==> config.mk <==
export PLATFORM = sky130hd
export DESIGN_NAME = mail_address_list_span_parser_top
export DESIGN_NICKNAME = d
export VERILOG_FILES = /design/src/rtl/malsp_pkg.sv /design/src/rtl/mail_address_list_span_parser_top.sv /design/src/rtl/malsp_parse.sv /design/src/rtl/malsp_queue.sv
export SDC_FILE = /design/constraint.sdc
export NUM_CORES = 1
export LEC_CHECK = 0
export BUFFER_PORTS_ARGS = -buffer_cell sky130_fd_sc_hd__buf_2
export CORE_ASPECT_RATIO = 2
export CORE_MARGIN = 1
export CORE_UTILIZATION = 56
export DETAILED_ROUTE_END_ITERATION = 8
export GPL_ROUTABILITY_DRIVEN = 0
export PLACE_DENSITY = 0.77
export SLEW_MARGIN = 10
export SYNTH_ARGS = -nofsm -noshare
export SYNTH_HDL_FRONTEND = slang
export SYNTH_SLANG_ARGS = --single-unit
==> constraint.sdc <==
create_clock -name clk -period 8.7 [get_ports clk]
set_input_delay 1.74 -clock clk [delete_from_list [all_inputs] [get_ports clk]]
set_output_delay 1.74 -clock clk [all_outputs]
set_load 0.02 [all_outputs]
==> src/rtl/malsp_pkg.sv <==
`timescale 1ns / 1ps

package malsp_pkg;

  localparam int MAX_LINE_DEFAULT = 4096;
  localparam int CHAR_W = 16;
  localparam int POS_W = 12;
  localparam int LEN_W = 13;

  localparam logic [CHAR_W-1:0] CH_NUL    = 16'd0;
  localparam logic [CHAR_W-1:0] CH_TAB    = 16'd9;
  localparam logic [CHAR_W-1:0] CH_LF     = 16'd10;
  localparam logic [CHAR_W-1:0] CH_CR     = 16'd13;
  localparam logic [CHAR_W-1:0] CH_SPACE  = 16'd32;
  localparam logic [CHAR_W-1:0] CH_DQUOTE = 16'd34;
  localparam logic [CHAR_W-1:0] CH_SQUOTE = 16'd39;
  localparam logic [CHAR_W-1:0] CH_LPAREN = 16'd40;
  localparam logic [CHAR_W-1:0] CH_RPAREN = 16'd41;
  localparam logic [CHAR_W-1:0] CH_COMMA  = 16'd44;
  localparam logic [CHAR_W-1:0] CH_LANGLE = 16'd60;
  localparam logic [CHAR_W-1:0] CH_RANGLE = 16'd62;

  typedef enum logic [1:0] {
    KIND_SPAN = 2'd0,
    KIND_OK   = 2'd1,
    KIND_ERR  = 2'd2
  } kind_t;

  typedef struct packed {
    logic [CHAR_W-1:0] character;
    logic              end_of_line;
  } char_t;

  typedef struct packed {
    kind_t            kind;
    logic [POS_W-1:0] addr_start;
    logic [LEN_W-1:0] addr_length;
    logic [POS_W-1:0] name_start;
    logic [LEN_W-1:0] name_length;
    logic             last_of_run;
  } result_t;

  typedef struct packed {
    logic [1:0] count;
    result_t    first;
    result_t    second;
  } push_t;

endpackage

==> src/rtl/mail_address_list_span_parser_top.sv <==
`timescale 1ns / 1ps

// Parses one header line, one 16-bit character per transfer, into address and name spans; a
// character can be taken every cycle while char_stall is low, and each produces up to two results
// (a span pair and, on the last character of the line, an ok or error status) that are registered
// into a four-entry result queue; char_stall rises while fewer than two queue slots are free, so one
// character per cycle is sustained as long as the result side keeps up, and a character that ends an
// entry on the last position of the line pushes two results and can briefly raise char_stall.
module mail_address_list_span_parser_top
  import malsp_pkg::*;
#(
  parameter int MaxLine = MAX_LINE_DEFAULT
) (
  input  logic    clk,
  input  logic    rst,
  input  logic    char_valid,
  output logic    char_stall,
  input  char_t   char_item,
  output logic    result_valid,
  input  logic    result_stall,
  output result_t result_item
);

  logic  accept;
  push_t push;

  assign accept = char_valid && !char_stall;

  malsp_parse #(
    .MaxLine(MaxLine)
  ) u_parse (
    .clk    (clk),
    .rst    (rst),
    .accept (accept),
    .item   (char_item),
    .push   (push)
  );

  malsp_queue u_queue (
    .clk          (clk),
    .rst          (rst),
    .push         (push),
    .stall        (char_stall),
    .result_valid (result_valid),
    .result_stall (result_stall),
    .result_item  (result_item)
  );

endmodule

==> src/rtl/malsp_parse.sv <==
`timescale 1ns / 1ps

module malsp_parse
  import malsp_pkg::*;
#(
  parameter int MaxLine = MAX_LINE_DEFAULT
) (
  input  logic  clk,
  input  logic  rst,
  input  logic  accept,
  input  char_t item,
  output push_t push
);

  localparam int PosW = $clog2(MaxLine + 1);
  localparam logic [PosW-1:0] PosMax = PosW'(MaxLine);

  typedef enum logic [3:0] {
    PH_BETWEEN,
    PH_ANGLE,
    PH_QNAME,
    PH_QSEEK,
    PH_QADDR,
    PH_WORD,
    PH_BLANKS,
    PH_PAREN,
    PH_NAMESEEK,
    PH_NADDR,
    PH_OVER
  } phase_t;

  phase_t phase, phase_next, cur_phase;
  logic [PosW-1:0] position, position_next;
  logic [PosW-1:0] word_start, word_start_next;
  logic [PosW-1:0] word_end, word_end_next;
  logic [PosW-1:0] name_begin, name_begin_next;
  logic [PosW-1:0] name_last, name_last_next;
  logic [PosW-1:0] angle_start, angle_start_next;
  logic            closing_quote, closing_quote_next;

  logic [CHAR_W-1:0] c;
  logic              eol;
  logic              over;
  logic              ws;
  logic [PosW-1:0]   p1;
  logic [PosW-1:0]   tr_begin, tr_last;
  logic              emit;
  logic [PosW-1:0]   sp_as, sp_ae, sp_ns, sp_ne;
  logic [PosW-1:0]   al, nl;
  kind_t             status_kind;
  result_t           span_res, status_res;

  always_comb begin
    c = item.character;
    eol = item.end_of_line;
    over = (position >= PosMax);
    p1 = position + 1'b1;
    cur_phase = over ? PH_OVER : phase;
    ws = (c == CH_SPACE) || ((c >= CH_TAB) && (c <= CH_CR));

    // Name tracking: a non-blank character extends the trimmed name.
    tr_begin = (name_last == '0) ? position : name_begin;
    tr_last = p1;
    if (ws) begin
      tr_begin = name_begin;
      tr_last = name_last;
    end

    phase_next = cur_phase;
    position_next = over ? position : p1;
    word_start_next = word_start;
    word_end_next = word_end;
    name_begin_next = name_begin;
    name_last_next = name_last;
    angle_start_next = angle_start;
    closing_quote_next = closing_quote;

    emit = 1'b0;
    sp_as = '0;
    sp_ae = '0;
    sp_ns = '0;
    sp_ne = '0;

    case (cur_phase)
      PH_BETWEEN: begin
        if (c inside {CH_SPACE, CH_TAB, CH_LF, CH_CR, CH_COMMA, CH_NUL}) begin
          phase_next = PH_BETWEEN;
        end else if (c == CH_LANGLE) begin
          angle_start_next = p1;
          phase_next = PH_ANGLE;
        end else if (c inside {CH_SQUOTE, CH_DQUOTE}) begin
          closing_quote_next = (c == CH_SQUOTE);
          name_begin_next = p1;
          phase_next = PH_QNAME;
        end else begin
          word_start_next = position;
          // The name restarts here: empty on a blank, else with this character.
          if (ws) begin
            name_last_next = '0;
          end else begin
            name_begin_next = position;
            name_last_next = p1;
          end
          if (eol) begin
            emit = 1'b1;
            sp_as = position;
            sp_ae = p1;
          end else begin
            phase_next = PH_WORD;
          end
        end
      end
      PH_WORD: begin
        if (c inside {CH_SPACE, CH_TAB, CH_COMMA, CH_LF}) begin
          word_end_next = position;
          if ((c == CH_COMMA) || (c == CH_LF) || eol) begin
            emit = 1'b1;
            sp_as = word_start;
            sp_ae = position;
            phase_next = PH_BETWEEN;
          end else begin
            phase_next = PH_BLANKS;
          end
        end else begin
          name_begin_next = tr_begin;
          name_last_next = tr_last;
          if (eol) begin
            emit = 1'b1;
            sp_as = word_start;
            sp_ae = p1;
            phase_next = PH_BETWEEN;
          end
        end
      end
      PH_BLANKS: begin
        if (c inside {CH_SPACE, CH_TAB}) begin
          phase_next = PH_BLANKS;
        end else if (c == CH_LANGLE) begin
          angle_start_next = p1;
          phase_next = PH_NADDR;
        end else if (c == CH_LPAREN) begin
          name_begin_next = p1;
          phase_next = PH_PAREN;
        end else begin
          name_begin_next = tr_begin;
          name_last_next = tr_last;
          phase_next = PH_NAMESEEK;
        end
      end
      PH_NAMESEEK: begin
        if (c == CH_LANGLE) begin
          angle_start_next = p1;
          phase_next = PH_NADDR;
        end else begin
          name_begin_next = tr_begin;
          name_last_next = tr_last;
        end
      end
      PH_NADDR, PH_QADDR: begin
        if (c == CH_RANGLE) begin
          emit = 1'b1;
          sp_as = angle_start;
          sp_ae = position;
          sp_ns = name_begin;
          sp_ne = name_last;
          phase_next = PH_BETWEEN;
        end
      end
      PH_PAREN: begin
        if (c == CH_RPAREN) begin
          emit = 1'b1;
          sp_as = word_start;
          sp_ae = word_end;
          sp_ns = name_begin;
          sp_ne = position;
          phase_next = PH_BETWEEN;
        end
      end
      PH_ANGLE: begin
        if (c == CH_RANGLE) begin
          emit = 1'b1;
          sp_as = angle_start;
          sp_ae = position;
          phase_next = PH_BETWEEN;
        end
      end
      PH_QNAME: begin
        if (c == (closing_quote ? CH_SQUOTE : CH_DQUOTE)) begin
          name_last_next = position;
          phase_next = PH_QSEEK;
        end
      end
      PH_QSEEK: begin
        if (c == CH_LANGLE) begin
          angle_start_next = p1;
          phase_next = PH_QADDR;
        end
      end
      default: begin
        phase_next = PH_OVER;
      end
    endcase

    status_kind = (phase_next == PH_BETWEEN) ? KIND_OK : KIND_ERR;

    // Every line end returns the parser to its reset condition.
    if (eol) begin
      phase_next = PH_BETWEEN;
      position_next = '0;
      word_start_next = '0;
      word_end_next = '0;
      name_begin_next = '0;
      name_last_next = '0;
      angle_start_next = '0;
      closing_quote_next = 1'b0;
    end

    al = (sp_ae >= sp_as) ? sp_ae - sp_as : '0;
    nl = (sp_ne > sp_ns) ? sp_ne - sp_ns : '0;

    span_res.kind = KIND_SPAN;
    span_res.addr_start = POS_W'(sp_as);
    span_res.addr_length = LEN_W'(al);
    span_res.name_start = (nl == '0) ? '0 : POS_W'(sp_ns);
    span_res.name_length = LEN_W'(nl);
    span_res.last_of_run = !eol;

    status_res = '0;
    status_res.kind = status_kind;
    status_res.last_of_run = 1'b1;

    push.count = '0;
    if (accept) begin
      push.count = 2'({1'b0, emit} + {1'b0, eol});
    end
    push.first = emit ? span_res : status_res;
    push.second = status_res;
  end

  always_ff @(posedge clk) begin
    if (rst) begin
      phase <= PH_BETWEEN;
      position <= '0;
      word_start <= '0;
      word_end <= '0;
      name_begin <= '0;
      name_last <= '0;
      angle_start <= '0;
      closing_quote <= 1'b0;
    end else if (accept) begin
      phase <= phase_next;
      position <= position_next;
      word_start <= word_start_next;
      word_end <= word_end_next;
      name_begin <= name_begin_next;
      name_last <= name_last_next;
      angle_start <= angle_start_next;
      closing_quote <= closing_quote_next;
    end
  end

`ifndef SYNTH
  a_eol_resets: assert property (@(posedge clk) disable iff (rst)
    accept && item.end_of_line |=> position == '0 && phase == PH_BETWEEN)
    else $error("line end did not return the parser to its initial state");

  a_pos_bound: assert property (@(posedge clk) disable iff (rst)
    position <= PosMax)
    else $error("position ran past the line limit");

  a_two_results: assert property (@(posedge clk) disable iff (rst)
    push.count == 2'd2 |-> push.first.kind == KIND_SPAN && push.second.kind != KIND_SPAN)
    else $error("a double transfer must be a span followed by a status");
`endif

endmodule

==> src/rtl/malsp_queue.sv <==
`timescale 1ns / 1ps

module malsp_queue
  import malsp_pkg::*;
(
  input  logic    clk,
  input  logic    rst,
  input  push_t   push,
  output logic    stall,
  output logic    result_valid,
  input  logic    result_stall,
  output result_t result_item
);

  localparam int Depth = 4;
  localparam int PtrW = $clog2(Depth);
  localparam int CntW = $clog2(Depth + 1);

  result_t mem [Depth];
  logic [PtrW-1:0] wr_ptr, wr_ptr_1, rd_ptr;
  logic [CntW-1:0] count, count_next;
  logic            pop;

  assign pop = result_valid && !result_stall;
  assign result_valid = (count != '0);
  assign result_item = mem[rd_ptr];
  assign wr_ptr_1 = wr_ptr + 1'b1;
  assign stall = (count > CntW'(Depth - 2));
  assign count_next = count + CntW'(push.count) - CntW'(pop);

  always_ff @(posedge clk) begin
    for (int i = 0; i < Depth; i++) begin
      if ((push.count != 2'd0) && (wr_ptr == PtrW'(i))) begin
        mem[i] <= push.first;
      end
      if ((push.count == 2'd2) && (wr_ptr_1 == PtrW'(i))) begin
        mem[i] <= push.second;
      end
    end
  end

  always_ff @(posedge clk) begin
    if (rst) begin
      wr_ptr <= '0;
      rd_ptr <= '0;
      count <= '0;
    end else begin
      wr_ptr <= wr_ptr + PtrW'(push.count);
      rd_ptr <= rd_ptr + PtrW'(pop);
      count <= count_next;
    end
  end

`ifndef SYNTH
  a_count_bound: assert property (@(posedge clk) disable iff (rst)
    count <= CntW'(Depth))
    else $error("result queue overflow");

  a_no_push_when_stalled: assert property (@(posedge clk) disable iff (rst)
    push.count != 2'd0 |-> !stall)
    else $error("results pushed while the character side was stalled");

  a_count_tracks: assert property (@(posedge clk) disable iff (rst)
    pop && push.count == 2'd0 |=> count == $past(count) - 1'b1)
    else $error("queue count did not follow a lone transfer out");
`endif

endmodule
==> results.txt, run 1 <==
----------------------------------------------------
[Status]
  Result of the run ... finished clean

[Logic synthesis]
  Predominant post-synthesis flop cell ... edfxtp_1
  Post-synth EDFFs ... 161
  Sequential element share of the synthesized area ... 0.4695
  Gate count after technology mapping ... 1634
  Number of synthesized register bits ... about 300
  Mean cell area of the mapped netlist ... about 10 um2
  Unique cell type count in the Yosys netlist ... 90
  Share of flip-flops with an asynchronous set or reset ... 0
  Post-synthesis instance area ... between 15000 and 20000 um2
  Syn. warnings ... 0
  Net count after synthesis ... 1692

[Layout]
  Ant. Diodes ... 0
  Total of fill cells in the finished design ... 2332
  P&R area growth vs syn ... 8.952%
  Multi-input gate area ... 8074 um2
  Nets ... 1701
  Layout cells sized above 1 ... 0.1431
  Commonest non-fill, non-tap cells in the layout ... nor2_1, edfxtp_1, nand2_1
  Most common library cell in the layout ignoring fill and taps ... nor2_1
  Register area ... 7662 um2

[Critical path]
  Setup Crit Path Kind ... in2reg
  Worst R2R Path Depth ... 14
  Kind of end point of the critical path ... flop
  Start point of the critical path ... char_item[14]
  Startpoint types ... primary input
  Critical Path RT ... around 9 ns
  Worst EP arrival ... 6.92 ns
  Maximum fanout count along the critical path ... 48
  Crit Reg-Reg Startpoint ... u_parse.position[0]

[Floorplan]
  Standard-cell row count ... 88
  Area enclosed by the die boundary ... approximately 30000 um2
  Die boundary height ... ~240 um
  Starting Density ... 0.5676
  Io pins ... 76
  Chip width ... ~120 um
  CORE AREA ... 28740 um2

[STA]
  Final count of negative-setup-slack endpoints ... 0
  Number of pins exceeding their max-slew limit in the final report ... 0
  Final total negative setup slack ... 0 ns
  Unrepaired setup endpoints after global routing ... false
  Slew at the pin with the worst max-slew slack ... around 1.3 ns
  Hold Violations, Final ... 0
  Minimum clock period after layout ... 6.640 ns
  Worst hold-check slack ... 0.4485 ns
  Worst Skew ... 0.02352 ns
  Tightest slew margin relative to the limit ... 0.1164
  Fmax ... about 0.15 GHz
  Tcrit/Tclk final ... 0.7633

[Clocking]
  Total clock buffers created by CTS ... 27
  Maximum count of clock buffers along a single path ... 3
  Number of buffers inserted by hold repair at cts ... 0
  Number of buffers added for setup after CTS ... 0
  Num Clock Sinks ... 302
  Clock tree root driver cell ... clkbuf_16
  Clock-pin slew on the worst setup and hold paths ... 0.07 ns
  Resized Gates After CTS ... 0
  Later-pin clock latency in the skew report ... 0.56 ns
  H-tree levels ... 1
  Clock tree from TritonCTS ... yes

[Worst hold path]
  Launch point of the worst hold path ... u_queue.mem[2][6]
  Hold Path Depth ... 2
  Class of the most critical hold timing path ... reg2reg

[Placed design]
  # port buffers ... 75
  Half-perimeter wire length after placement ... roughly 32000 um

[Global routing]
  Overall fraction of global-route tracks in use ... 0.3181
  Maximum number of pins on one net before global-route repair ... 81
  Vias in the first global route ... 13391
  Leftover overflow at the end of global routing ... 0
  Initial antenna violation count ... 0
  Global-route wire length before repair ... 72170 um

[Drt]
  Initial drt markers ... 1229
  Routed wire per std cell ... 23.22 um
  Routed via count divided by cell count ... 6.645
  Antenna violation net count after detailed routing ... 0
  Number of remaining DRC errors ... 0
  First-pass detailed-route iteration total ... 6
  Routed wire length ... approximately 47000 um
  Via count of the routed design ... between 10000 and 15000

[Pwr]
  Total power density per cell area ... 218.6 nW/um2
  Worst IR Drop VDD ... 0.1343 mV
  Leakage power summed over all cells ... 0.006483 uW

[Job]
  Max-Cap Viols ... 0

----------------------------------------------------
-- where the power goes --
group | internal [uW] | leakage, uW | switching (uW) | total (uW)
Combinational | 385 | 0.00337 | 608 | 993
Clock | 673 | 0.000432 | 560 | 1230
Sequential | 1600 | 0.00269 | 55.3 | 1660
-- cells in the mapped netlist (all sizes together), types with 4 or more instances --
master,instances,share of area
a31o,4,0.0021
nand4,9,0.0035
a21oi,70,0.022
a21o,15,0.0069
ha,34,0.026
a31oi,7,0.0027
o21ai,107,0.033
nand3b,5,0.0023
o31ai,16,0.0074
a21boi,7,0.0032
nor2,217,0.050
buf,29,0.0097
and3,14,0.0054
inv,33,0.0076
xnor2,25,0.013
nor4,13,0.0080
and4,5,0.0027
nand2,155,0.036
a211oi,9,0.0048
mux4,53,0.073
mux2i,51,0.031
nand2b,28,0.011
or4,6,0.0028
o22ai,6,0.0023
clkbuf,89,0.021
nor2b,27,0.010
nand3,29,0.0089
and2,7,0.0027
or3,12,0.0046
a22o,37,0.020
o221ai,13,0.0070
or2,10,0.0038
nor3,83,0.025
a22oi,11,0.0054
a221o,5,0.0031
a2bb2oi,4,0.0021
o2111ai,6,0.0032
nor3b,9,0.0041
o21a,7,0.0032
dfxtp,141,0.17
a2111oi,5,0.0027
edfxtp,161,0.30
xor2,7,0.0038
o211ai,5,0.0023
-- worst paths after layout --
path / end / slack, ns
max: u_queue.mem[3][23] / 2.06
min reg2reg: u_queue.mem[2][6] / 0.45
max reg2reg: u_queue.mem[0][38] / 3.04
min: u_queue.mem[2][6] / 0.45
-- state kept, by name (all words and copies together), names as in the netlist, 2 cells and up --
signal               count
u_queue.mem            212
u_parse.word_end        13
u_queue.wr_ptr           2
u_parse.angle_start     13
u_parse.name_begin      13
u_queue.count            3
u_queue.rd_ptr           2
u_parse.name_last       13
u_parse.phase            4
u_parse.word_start      13
u_parse.position        13
-- layer usage --
| layer | wire length [um] | track usage | up-vias |
|---|---|---|---|
| met5 | 0 | 0 | - |
| met4 | 3799 | 0.2389 | 0 |
| met3 | 3389 | 0.05360 | 229 |
| met2 | 23700 | 0.5473 | 698 |
| met1 | 16080 | 0.3408 | 6455 |
| li1 | - | - | 6061 |
-- worst max-delay path, cell delays in order --
cell	delay [ns]
buf_2	0.11
nor4_2	0.52
nand2_2	0.27
or3_1	0.50
nor4_4	0.66
or2_2	0.36
nand2_1	0.17
ha_1	0.40
nor2b_1	0.26
o221ai_1	0.22
a2111oi_0	0.48
nor3_1	0.11
xnor2_1	0.17
o41ai_2	0.34
buf_4	0.46
nor3_1	0.11
-- layout make-up --
class,count,share of cell area
inverter,35,0.007393
sequential,302,0.4312
tap,360,0.02535
multi-input combinational,1179,0.4543
clock buffer,30,0.03865
timing repair buffer,98,0.03084
clock inverter,19,0.01225
-- stage by stage --
stage / cells / cell area, um2 / utilization / setup slack, ns / total power [uW]
detailed placement: 1974 / 16870 / 0.5869 / 1.627 / 2686
CTS: 2023 / 17770 / 0.6184 / 2.220 / 3899
floorplan: 1634 / 16310 / - / 0.04878 / 2402
finish: 2023 / 17770 / 0.6184 / 2.060 / 3885
global route: 2023 / 17770 / 0.6184 / 1.692 / 4019
global placement: 1974 / 16870 / 0.5869 / 1.802 / 2671
-- cells by family after synthesis --
logic type,synth area share
mux,0.1052
simple gates,0.1925
buf+inv,0.03836
fa+ha+maj,0.02976
flops,0.4695
compound gates,0.1476
xor+xnor,0.01718
Note: power is estimated with default switching activity, not from simulation.
==> run 2, diff against run 1 <==
Clock period 8.7 ns to 5.7 ns, I/O delays scaled along.
==> run 2 against run 1 <==
Register-to-register slack got worse by 2.4 ns. Worst setup slack got worse by 1.5 ns. Clock-buffer cell count is 12 higher. Combinational power increased by 49%. Final cell count rose by 2.0%. Total power rose by 52%. Via count grew 0.76%. Global-route usage up 0.27 points. Clock power grew 50%. Routed wire length grew 0.32%. Largest power group unchanged. Highest routed layer unchanged.
==> results.txt, run 2 (synthesized netlist as in run 1, its figures left out) <==
----------------------------------------------------
[Placed design]
  Half-perimeter wire length after placement ... 32880 um (+2.6%)
  # port buffers ... 75 (unchanged)
  Cell count after placement ... 2013 (+2.0%)

[Clocking]
  Clock tree from TritonCTS ... yes
  H-tree levels ... 1 (unchanged)
  Later-pin clock latency in the skew report ... 0.57 ns (about the same)
  Number of buffers added for setup after CTS ... 0 (unchanged)
  Number of buffers inserted by hold repair at cts ... 0 (unchanged)
  Clock tree root driver cell ... clkbuf_16
  Total clock buffers created by CTS ... 27 (unchanged)
  Maximum count of clock buffers along a single path ... 3 (unchanged)
  Clock-pin slew on the worst setup and hold paths ... 0.06 ns (about the same)
  Resized Gates After CTS ... 0 (unchanged)
  Num Clock Sinks ... 302 (unchanged)

[Global routing]
  Maximum number of pins on one net before global-route repair ... 69 (-15%)
  Overall fraction of global-route tracks in use ... 0.3207 (+0.002650)
  Initial antenna violation count ... 1 (+1)
  Global-route wire length before repair ... 72920 um (+1.0%)
  Leftover overflow at the end of global routing ... 0 (unchanged)
  Vias in the first global route ... 13370 (-0.16%)

[STA]
  Fmax ... between 0.15 and 0.2 GHz
  Worst Skew ... 0.03119 ns (+0.007673 ns)
  Number of pins exceeding their max-slew limit in the final report ... 0 (unchanged)
  Hold Violations, Final ... 0 (unchanged)
  Final total negative setup slack ... 0 ns (unchanged)
  Final count of negative-setup-slack endpoints ... 0 (unchanged)
  Unrepaired setup endpoints after global routing ... false
  Minimum clock period after layout ... a little over 5 ns
  Worst hold-check slack ... 0.4498 ns (+0.001291 ns)
  Slew at the pin with the worst max-slew slack ... 1.270 ns (-0.05243 ns)
  Tcrit/Tclk final ... 0.9061
  Tightest slew margin relative to the limit ... 0.1514 (+0.03503)

[Critical path]
  Maximum fanout count along the critical path ... 7 (-85%)
  Slowest Stage Delay on Critical Path ... 0.54 ns (-0.12 ns)
  Setup slack, reg-to-reg ... 0.67 ns (-2.37 ns)
  Setup Crit Path Kind ... in2reg
  Startpoint types ... primary input
  Kind of end point of the critical path ... flop
  Worst R2R Path Depth ... 16 (+2)
  Worst EP arrival ... 5.43 ns (-1.49 ns)
  Critical Path RT ... 5.96 ns (-3.02 ns)
  Terminus of the critical flop-to-flop path ... u_queue.mem[0][36]
  Most prevalent standard cell on the critical path ... a21oi_1
  Stages on worst setup path ... 18 (+2)
  Critical path cell sequence ... buf_2 -> nor4b_2 -> nand3_1 -> a21oi_2 -> o21ai_0 -> a21oi_1 -> a21oi_1 -> a21oi_1 -> ha_1 -> inv_1 -> fa_1 -> a21o_1 -> a21oi_1 -> nor2_1 -> o31ai_1 -> mux2i_1 -> o21ai_0 -> nor2_1
  Crit Reg-Reg Startpoint ... u_parse.phase[2]
  Cell with the biggest individual delay on the critical path ... nor4b_2
  Count of buffer and inverter cells on the critical path ... 2 (unchanged)
  CP top delay family ... compound AO/OA/AOI/OAI gates

[Pwr]
  Net Sw Frac ... 0.3083 (-0.006506)
  Worst IR Drop VDD ... 0.2100 mV (+56%)
  Leakage power summed over all cells ... 0.006697 uW (+3.3%)
  Clock power share ... 0.313 (-0.004)
  Net switching power ... 1824 uW (+49%)
  Fraction of power consumed by sequential logic ... 0.437 (+0.010)
  Fraction of power consumed by combinational cells ... 0.250 (-0.006)
  Cell internal power dissipation ... 4092 uW (+54%)
  Total power density per cell area ... 326.8 nW/um2 (+49%)

[Layout]
  Final non-filler cell total ... 2064 (+2.0%)
  Nets ... 1740 (+2.3%)
  Commonest non-fill, non-tap cells in the layout ... nor2_1, edfxtp_1, nand2_1
  Number of flip-flops under the largest register name ... 212 (unchanged)
  P&R area growth vs syn ... 10.99%
  Register name with the most flops ... u_queue.mem
  Most common library cell in the layout ignoring fill and taps ... nor2_1
  Layout cells sized above 1 ... 0.1568 (+0.01367)

[Worst hold path]
  Class of the most critical hold timing path ... reg2reg
  Hold Path Depth ... 2 (unchanged)
  Endpoint with the worst hold slack ... u_queue.mem[2][11]
  Launch point of the worst hold path ... u_queue.mem[2][11]

[Floorplan]
  Standard-cell row count ... 88 (unchanged)
  Io pins ... 76 (unchanged)
  Die boundary height ... 243.4 um (unchanged)
  Starting Density ... 0.5676 (unchanged)
  Area enclosed by the die boundary ... 29850 um2 (unchanged)
  Chip width ... 122.7 um (unchanged)
  CORE AREA ... 28740 um2 (unchanged)

[Drt]
  Via count of the routed design ... 13545 (+0.76%)
  Number of remaining DRC errors ... 0 (unchanged)
  First-pass detailed-route iteration total ... 6 (unchanged)
  Routed wire per std cell ... 22.83 um (-1.7%)
  Antenna violation net count after detailed routing ... 0 (unchanged)
  Routed via count divided by cell count ... 6.563 (-1.2%)
  Initial drt markers ... 1250 (+1.7%)
  Routed wire length ... 47120 um (+0.32%)

[Job]
  Max-Cap Viols ... 0 (unchanged)

[Status]
  Result of the run ... finished clean

----------------------------------------------------
==> run 2: changes by cell type in the layout (fill, tap and decap cells not counted), moves of 3 or more <==
cell,delta
clkbuf_1,+9
clkinv_4,-5
inv_6,-4
buf_4,+34
buf_12,+5
clkinvlp_4,-3
==> run 2: per-stage QoR <==
step                total power, uW  worst slack [ns]  instance area, um2  utilization
detailed placement             4124           0.05784               17220       0.5993
global placement               4096            0.1765               17220       0.5993
CTS                            5941            0.6080               18100       0.6299
floorplan                      3666           0.03352               16340            -
global route                   6117           0.09919               18100       0.6300
finish                         5916            0.5352               18100       0.6300
==> run 2: power by group through the flow <==
stage / logic (uW) / registers [uW] / clock network, uW
after detailed placement: 1480 / 2640 / 0
after CTS: 1490 / 2590 / 1860
after global placement: 1470 / 2630 / 0
after floorplan: 1140 / 2530 / 0
final: 1480 / 2590 / 1850
after global routing: 1570 / 2610 / 1930
==> run 2: area by class of cell <==
cell class / instances / area, um2
fill: 2313 / 10630
multi-input combinational: 1179 / 8074
sequential: 302 / 7662
timing repair buffer: 137 / 903.4
clock buffer: 42 / 784.5
tap: 360 / 450.4
inverter: 35 / 131.4
clock inverter: 8 / 95.09
antenna: 1 / 2.502
==> run 2: per-layer routing <==
layer / up-vias / share of wire / GRT usage
li1: 6128 / - / -
met1: 6494 / 0.34 / 0.3482
met2: 691 / 0.52 / 0.5625
met3: 232 / 0.062 / 0.04658
met4: 0 / 0.070 / 0.2188
met5: - / 0 / 0
==> run 2: worst max-delay path by stage <==
stage	to	from	slack [ns]
detailed placement	u_queue.mem[3][23]	char_item[14]	0.06
finish	u_queue.mem[0][36]	char_item[5]	0.54
global placement	u_queue.mem[0][23]	char_item[14]	0.18
CTS	u_queue.mem[0][36]	char_item[5]	0.61
floorplan	u_queue.mem[3][17]	char_item[10]	0.03
global route	u_queue.mem[1][36]	char_item[5]	0.1
==> run 2: worst register-to-register path, delay by kind of cell, from the launching register on <==
| kind | cells | cell delay, ns |
|---|---|---|
| AOI/OAI and AO/OA | 6 | 1.67 |
| and+or+nand+nor | 5 | 1.55 |
| DFF | 1 | 0.64 |
| adders and majority gates | 2 | 0.59 |
| buffers and inverters | 2 | 0.15 |
| muxes | 1 | 0.12 |
